### src/rtl/dtv_pkg.sv
// ----------------------------------------------------------------------------
// dtv_pkg: shared definitions of the dtmf tone validator
// Widths, register indexes, lane status struct and the keypad table.
// ----------------------------------------------------------------------------
package dtv_pkg;

  // default energy and ratio format
  localparam int unsigned ENERGY_BITS_DEF     = 24;
  localparam int unsigned RATIO_FRAC_BITS_DEF = 12;

  // fixed widths
  localparam int unsigned RATIO_BITS     = 16;
  localparam int unsigned CFG_DATA_BITS  = 32;
  localparam int unsigned CFG_INDEX_BITS = 3;
  localparam int unsigned GROUP_BINS     = 4;
  localparam int unsigned BIN_IDX_BITS   = 2;
  localparam int unsigned KEY_BITS       = 7;
  // growth of the sum over all eight bins
  localparam int unsigned SUM_GROW_BITS  = 3;

  // configuration register indexes
  typedef enum logic [CFG_INDEX_BITS-1:0] {
    CFG_LEVEL_THRESHOLD   = 3'd0,
    CFG_TWIST_MIN         = 3'd1,
    CFG_TWIST_MAX         = 3'd2,
    CFG_OFFSET_RATIO_ROW  = 3'd3,
    CFG_OFFSET_RATIO_COL  = 3'd4,
    CFG_ENERGY_WEIGHT_ROW = 3'd5,
    CFG_ENERGY_WEIGHT_COL = 3'd6,
    CFG_ENERGY_WEIGHT_SUM = 3'd7
  } cfg_reg_e;

  // per-group test results handed from a lane to the merge stage
  typedef struct packed {
    logic [BIN_IDX_BITS-1:0] idx;
    logic                    level_ok;
    logic                    offset_ok;
    logic                    energy_ok;
    logic                    harmonic_ok;
  } lane_stat_t;

  // keypad character of a row/column pair
  function automatic logic [KEY_BITS-1:0] keypad_char(input logic [BIN_IDX_BITS-1:0] ri,
                                                      input logic [BIN_IDX_BITS-1:0] ci);
    logic [KEY_BITS-1:0] ch;
    case ({ri, ci})
      4'd0:    ch = 7'h31; // 1
      4'd1:    ch = 7'h32; // 2
      4'd2:    ch = 7'h33; // 3
      4'd3:    ch = 7'h41; // A
      4'd4:    ch = 7'h34; // 4
      4'd5:    ch = 7'h35; // 5
      4'd6:    ch = 7'h36; // 6
      4'd7:    ch = 7'h42; // B
      4'd8:    ch = 7'h37; // 7
      4'd9:    ch = 7'h38; // 8
      4'd10:   ch = 7'h39; // 9
      4'd11:   ch = 7'h43; // C
      4'd12:   ch = 7'h2A; // *
      4'd13:   ch = 7'h30; // 0
      4'd14:   ch = 7'h23; // #
      4'd15:   ch = 7'h44; // D
      default: ch = '0;
    endcase
    return ch;
  endfunction

endpackage

### src/rtl/dtv_merge.sv
// ----------------------------------------------------------------------------
// dtv_merge: cross-group tests and result register
// Total energy, twist window, flag merge and keypad decode.
// ----------------------------------------------------------------------------
module dtv_merge #(
  parameter int unsigned ENERGY_BITS     = dtv_pkg::ENERGY_BITS_DEF,
  parameter int unsigned RATIO_FRAC_BITS = dtv_pkg::RATIO_FRAC_BITS_DEF
) (
  input  logic                                       clk_i,
  input  logic                                       adv_i,
  input  logic [dtv_pkg::GROUP_BINS-1:0][ENERGY_BITS-1:0] row_energy_i,
  input  logic [dtv_pkg::GROUP_BINS-1:0][ENERGY_BITS-1:0] col_energy_i,
  input  logic [ENERGY_BITS-1:0]                     row_peak_i,
  input  logic [ENERGY_BITS-1:0]                     col_peak_i,
  input  logic [dtv_pkg::RATIO_BITS-1:0]             twist_min_i,
  input  logic [dtv_pkg::RATIO_BITS-1:0]             twist_max_i,
  input  logic [dtv_pkg::RATIO_BITS-1:0]             weight_sum_i,
  input  dtv_pkg::lane_stat_t                        row_stat_i,
  input  dtv_pkg::lane_stat_t                        col_stat_i,
  output logic [ENERGY_BITS+dtv_pkg::SUM_GROW_BITS+dtv_pkg::RATIO_BITS-1:0] wsum_o,
  output logic                                       detected_o,
  output logic [dtv_pkg::KEY_BITS-1:0]               key_char_o,
  output logic [dtv_pkg::BIN_IDX_BITS-1:0]           row_index_o,
  output logic [dtv_pkg::BIN_IDX_BITS-1:0]           col_index_o,
  output logic                                       level_ok_o,
  output logic                                       twist_ok_o,
  output logic                                       offset_ok_o,
  output logic                                       energy_ok_o,
  output logic                                       harmonic_ok_o
);
  import dtv_pkg::*;

  localparam int unsigned SB = ENERGY_BITS + SUM_GROW_BITS;
  localparam int unsigned PB = ENERGY_BITS + RATIO_BITS;
  localparam int unsigned WB = SB + RATIO_BITS;

  logic [SB-1:0] sum1_q, sum1_d;
  logic [WB-1:0] wsum2_q;
  logic [PB-1:0] tmin2_q, tmax2_q, csh2_q;
  logic          lv, tw, of, en, hm, det;

  // sum of all eight bins, as two group sums
  always_comb begin
    logic [SB-1:0] rsum, csum;
    rsum = '0;
    csum = '0;
    for (int i = 0; i < GROUP_BINS; i++) begin
      rsum = rsum + SB'(row_energy_i[i]);
      csum = csum + SB'(col_energy_i[i]);
    end
    sum1_d = rsum + csum;
  end

  always_ff @(posedge clk_i) begin
    if (adv_i) begin
      sum1_q <= sum1_d;
    end
  end

  // weighted total and twist bounds scaled by the row peak
  always_ff @(posedge clk_i) begin
    if (adv_i) begin
      wsum2_q <= WB'(sum1_q) * WB'(weight_sum_i);
      tmin2_q <= PB'(row_peak_i) * PB'(twist_min_i);
      tmax2_q <= PB'(row_peak_i) * PB'(twist_max_i);
      csh2_q  <= PB'(col_peak_i) << RATIO_FRAC_BITS;
    end
  end

  assign wsum_o = wsum2_q;

  // merge flags of both lanes
  always_comb begin
    lv  = row_stat_i.level_ok && col_stat_i.level_ok;
    tw  = (csh2_q > tmin2_q) && (csh2_q < tmax2_q);
    of  = row_stat_i.offset_ok && col_stat_i.offset_ok;
    en  = row_stat_i.energy_ok && col_stat_i.energy_ok;
    hm  = row_stat_i.harmonic_ok && col_stat_i.harmonic_ok;
    det = lv && tw && of && en && hm;
  end

  // result register
  always_ff @(posedge clk_i) begin
    if (adv_i) begin
      detected_o    <= det;
      key_char_o    <= det ? keypad_char(row_stat_i.idx, col_stat_i.idx) : '0;
      row_index_o   <= row_stat_i.idx;
      col_index_o   <= col_stat_i.idx;
      level_ok_o    <= lv;
      twist_ok_o    <= tw;
      offset_ok_o   <= of;
      energy_ok_o   <= en;
      harmonic_ok_o <= hm;
    end
  end

endmodule

### config.mk
export PLATFORM = sky130hd
export DESIGN_NAME = dtv_merge
export DESIGN_NICKNAME = d
export VERILOG_FILES = /design/src/rtl/dtv_pkg.sv /design/src/rtl/dtv_merge.sv
export SDC_FILE = /design/constraint.sdc
export NUM_CORES = 2
export LEC_CHECK = 0
export BUFFER_PORTS_ARGS = -buffer_cell sky130_fd_sc_hd__clkbuf_2
export CORE_MARGIN = 1
export CORE_UTILIZATION = 60
export DETAILED_ROUTE_END_ITERATION = 6
export GPL_TIMING_DRIVEN = 0
export PLACE_DENSITY = 0.79
export SLEW_MARGIN = 20
export SYNTH_ARGS = -nofsm -noshare
export SYNTH_HDL_FRONTEND = slang
export SYNTH_SLANG_ARGS = --single-unit
export TNS_END_PERCENT = 50
### constraint.sdc
create_clock -name clk_i -period 13.9 [get_ports clk_i]
set_input_delay 1.39 -clock clk_i [delete_from_list [all_inputs] [get_ports clk_i]]
set_output_delay 1.39 -clock clk_i [all_outputs]
set_load 0.01 [all_outputs]
# ---- After elaboration in Yosys (flattened, before gate mapping)
# Memory sizes are Yosys's and may differ from the RTL's. A register that Yosys moved wholly into a read port is not among the register bits.
# Cells that the tools add are included.
dict set report totals {
  regBits 184
  latchBits 0
  mem_bits_rw 0
  romBits 112
  input_bits 302
  output_inout_bits 60
  elab_cells 36
  mem_count 1
}
dict set report op_classes {
  add_sub_neg 7
  mul 3
  div_mod_pow 0
  magnitude_cmp 2
  n_eq_ne 0
  shift 0
  mux 0
  n_bitwise 0
  n_reduce_logical 10
}
# name depth word_bits read_ports rd_ports_with_merged_regs wr line
set memory_table {}
lappend memory_table {{(no name shown)} 16 7 1 1 0 dtv_pkg.sv:46} ;# case ({ri, ci})
# operator count
set ops {}
lappend ops {{24-bit by 16-bit multiplier with 40-bit output} 2}
lappend ops {{26-bit by 24-bit adder with 27-bit output} 2}
lappend ops {{25-bit by 24-bit adder with 26-bit output} 2}
lappend ops {{24-bit by 24-bit adder with 25-bit output} 2}
lappend ops {{27-bit by 16-bit multiplier with 43-bit output} 1}
lappend ops {{36-bit by 40-bit greater-than comparator with 1-bit output} 1}
lappend ops {{36-bit by 40-bit less-than comparator with 1-bit output} 1}
lappend ops {{27-bit adder} 1}
lappend ops {{1-bit logical AND} 9}
lappend ops {{1-bit logical NOT} 1}

# ---- Depth between registers and ports, before layout
dict set report depth {
  depth_word 7
  ltp_mapped 25
  depth_no_buf 23
}

# ---- Least setup slack after synthesis
# No wires, ideal clock.
dict set report synth_timing {
  path_kind {input to register}
  startpoint {in weight_sum_i[1] in the netlist's numbering}
  endpoint {reg wsum2_q[42] (netlist: wsum_o[42]) (data pin)}
  setup_time_ps 265
  arrival_time_ps 7035
  t_required_ps 13635
  path_slack_ps 6599
  stages 24
  path_buffers 3
  cell_sequence {clkbuf_1 > clkbuf_1 > nand2_1 > fa_1 > inv_1 > fa_1 > inv_1 > fa_1 > inv_1 > fa_1 > fa_1 > inv_1 > fa_1 > inv_1 > ha_1 > clkbuf_1 > nand4_1 > nor4_1 > nand4_1 > a311o_1 > nand3_1 > a31oi_1 > o2111ai_1 > nand3_1}
}
dict set report synth_between {
  elab_chain_len 1
}
# element line
set synth_rtl {}
lappend synth_rtl {{start: declaration} dtv_merge.sv:17} ;# input logic [dtv_pkg::RATIO_BITS-1:0] weight_sum_i,
lappend synth_rtl {{27-bit by 16-bit multiplier with 43-bit output} dtv_merge.sv:63} ;# wsum2_q <= WB'(sum1_q) * WB'(weight_sum_i);
lappend synth_rtl {{end signal: assignment} dtv_merge.sv:63}
lappend synth_rtl {{end: declaration} dtv_merge.sv:38} ;# logic [WB-1:0] wsum2_q;
# Every way passes these cells.
# A chain may end at the register's enable or synchronous reset.

# ---- Worst setup path after layout
dict set report layout_timing {
  startpoint {in weight_sum_i[2] in the netlist's numbering}
  endpoint {reg wsum2_q[36] (netlist: wsum_o[36]) (data pin)}
}
# Same word-level chain as after synthesis.

==> run_results.csv <==
group,metric,value,unit
yosys,synthesis.nets,7192,
clocking,cts_root_buffer,"clkbuf_16",
hold_path,min_to,"wsum_o[0]",
timing,grt_setup_unrepaired,"false",
grt,grt_usage,34.33,%
run_status,outcome,"finished, final reports clean",
yosys,synth_largest_area_cell,"fa_1",
clocking,htree_num_levels,4,
yosys,syn_inst,5368,
clocking,clk_latency,0.51,ns
route,routed_wl,139.5,mm
yosys,ys_top_cells_by_area,"fa_1, edfxtp_1, ha_1, inv_1, and2_1",
cells_and_area,area_delta_synth_final,7.486,%
clocking,clock_path_buffers,2,
clocking,post_cts_buffers,0,
cells_and_area,instances_no_fill,6827,
critical_path,crit_family,"adder cells",
route,vias,38440,
clocking,numCtsBuffers,17,
timing,slew_headroom,17.63,%
hold_path,hp-start,"sum1_q[0]",
flow_run,maxCapViolCount,0,
critical_path,r2r-end,"wsum_o[36]",
critical_path,required,14.21,ns
yosys,avgSynthCellArea,9.382,um^2
floorplan,rows,105,
critical_path,end_kind,"flop",
yosys,synth_edf_count,191,
route,drc,0,
critical_path,r2r_cells,21,
critical_path,cp.depth,24,
hold_path,hp-class,"flop to flop",
cells_and_area,nets,7564,
floorplan,core_area,82500,um^2
yosys,yosysMostFrequentCell,"inv_1",
yosys,synthFlopType,"edfxtp_1",
clocking,cts_resized,0,
hold_path,holdPathStages,1,
placed_design,place_inst,6791,
critical_path,crit_path_max_fanout,10,
grt,grt_first_pass_wirelength,222.2,mm
critical_path,setup.worst_path.start_class,"input port",
yosys,yosys_warnings,0,
critical_path,max_stage_delay,0.68,ns
yosys,yosys-top-cells-count,"inv_1, fa_1, nand2_1",
timing,hold_violations,0,
clocking,hold_buffers,0,
grt,grt_pass1_vias,41810,
timing,fin_tns_setup,0,ns
placed_design,gp_congestion,1.015,
timing,max_freq,110.5,MHz
route,wl_per_cell,20.44,um
timing,setup_violations,0,
critical_path,cp_slowest_cell,"nor4_1",
floorplan,initial_utilization,61.04,%
placed_design,dp_hpwl,117.2,mm
timing,period_share,65.11,%
clocking,clock_sinks,191,
floorplan,die_h,291.7,um
critical_path,cp_cell_sequence,"clkbuf_1 > clkbuf_1 > nand2_1 > fa_1 > inv_1 > fa_1 > inv_1 > fa_1 > inv_1 > fa_1 > fa_1 > inv_1 > fa_1 > inv_1 > ha_1 > clkbuf_1 > nand4_1 > nor4_1 > nand4_1 > a311o_1 > nand3_1 > a31oi_1 > o21bai_1 > xor2_1",
floorplan,dieWidth,291.7,um
yosys,yosysSeqAreaShare,11.39,%
timing,layout_min_cycle_time,9.051,ns
timing,worstMarginPinSlew,1.236,ns
placed_design,numPortBuffers,351,
critical_path,reg2reg_slack,5.83,ns
grt,antenna_found_initial,1,
timing,fin_worst_skew,0.01923,ns
yosys,async_flop_share,0,%
critical_path,critPathBufInv,8,
critical_path,cp_common_cell,"fa_1",
grt,grt_max_degree,92,
route,drtPass1Iterations,6,
critical_path,arrival,9.37,ns
timing,finalMaxSlewViolations,0,
clocking,cts_tree,"built",
yosys,yosysTopAreaCellShare,43.85,%
cells_and_area,final_layout_size_suffix_gt1_share,7.180,%
yosys,synth_area,50360,um^2
critical_path,critical_path_class,"input port to flop",
floorplan,die-area,85100,um^2
route,ant_nets,0,
grt,overflow,0,
yosys,ys_seq_elements,191,
floorplan,io_pins,362,
route,vias_per_cell,5.630,
timing,hold_ws,0.7544,ns
route,drtIter0Drc,2813,
critical_path,r2r-start,"sum1_q[20]",
clocking,clk_pin_slew,0.09,ns
yosys,yosys.cell_types.count,80,
worst max-delay path by stage:
| stage | from | to | slack [ns] |
|---|---|---|---|
| 2_1_floorplan | weight_sum_i[1] | wsum_o[42] | 6.60 |
| 3_3_place_gp | weight_sum_i[2] | wsum_o[36] | 4.52 |
| 3_5_place_dp | weight_sum_i[2] | wsum_o[36] | 4.46 |
| 4_1_cts | weight_sum_i[2] | wsum_o[36] | 4.99 |
| 5_1_grt | weight_sum_i[2] | wsum_o[36] | 4.65 |
| 6_report | weight_sum_i[2] | wsum_o[36] | 4.85 |
routing by layer:
metal	global-route usage [%]	up-vias	wire, um
li1	-	16770	-
met1	40.62	19090	49430
met2	58.14	1997	67110
met3	6.318	577	12880
met4	21.16	0	10120
met5	0	-	0
stage by stage:
stage / setup WS (ns) / util [%] / area (um^2)
finish: 4.849 / 65.61 / 54130
floorplan: 6.599 / - / 50360
detailed placement: 4.458 / 64.87 / 53520
CTS: 4.986 / 65.59 / 54120
global placement: 4.521 / 64.79 / 53460
global route: 4.654 / 65.59 / 54120
sequential cells by signal, summed over array words and instances (netlist names):
signal,flops
col_index_o,2
sum1_q,27
level_ok_o,1
row_index_o,2
csh2_q,24
twist_ok_o,1
offset_ok_o,1
key_char_o,7
detected_o,1
tmin2_q,40
tmax2_q,40
harmonic_ok_o,1
wsum_o,43
energy_ok_o,1
kinds of logic (layout without fill, tap and decap cells):
kind of cell	count (synthesis)	count (layout)	synth area share, %
AND/OR/NAND/NOR	1542	1542	14.85
AO/OA/AOI/OAI	439	439	5.744
XOR/XNOR	118	118	2.052
flip-flops	191	191	11.39
other	0	5	0
buffers and inverters	1548	1932	11.54
adder cells (fa/ha/maj)	1522	1522	54.26
multiplexers	8	8	0.1665
placed cells by master, fill, tap and decap left out, drive strengths merged, types with 6 or more instances in the layout:
| master | instances |
|---|---|
| a21boi | 8 |
| and4 | 8 |
| nor4 | 10 |
| xor2 | 36 |
| o2111ai | 6 |
| nor2b | 15 |
| a211oi | 19 |
| nand2b | 14 |
| nand4 | 17 |
| o211ai | 11 |
| fa | 1103 |
| and2 | 513 |
| xnor2 | 82 |
| a31oi | 14 |
| nor3 | 11 |
| nand2 | 794 |
| and3 | 17 |
| o31ai | 7 |
| inv | 1324 |
| nor2 | 77 |
| or3 | 7 |
| a21oi | 139 |
| o21bai | 13 |
| ha | 419 |
| clkbuf | 597 |
| o21ai | 82 |
| o21a | 13 |
| edfxtp | 191 |
| a21o | 77 |
| nand3 | 36 |
layout make-up:
cell class	instances	area [um^2]
clock buffer	17	425.4
timing repair buffer	353	1821
inverter	1317	4943
buffer	231	870.8
clock inverter	14	171.4
multi-input combinational	3629	38810
tap	1070	1339
antenna	5	12.51
sequential	191	5736
fill	6714	28370
Power is not shown: default switching activity piles up to over one toggle a cycle in this logic, so the estimate is an artifact.
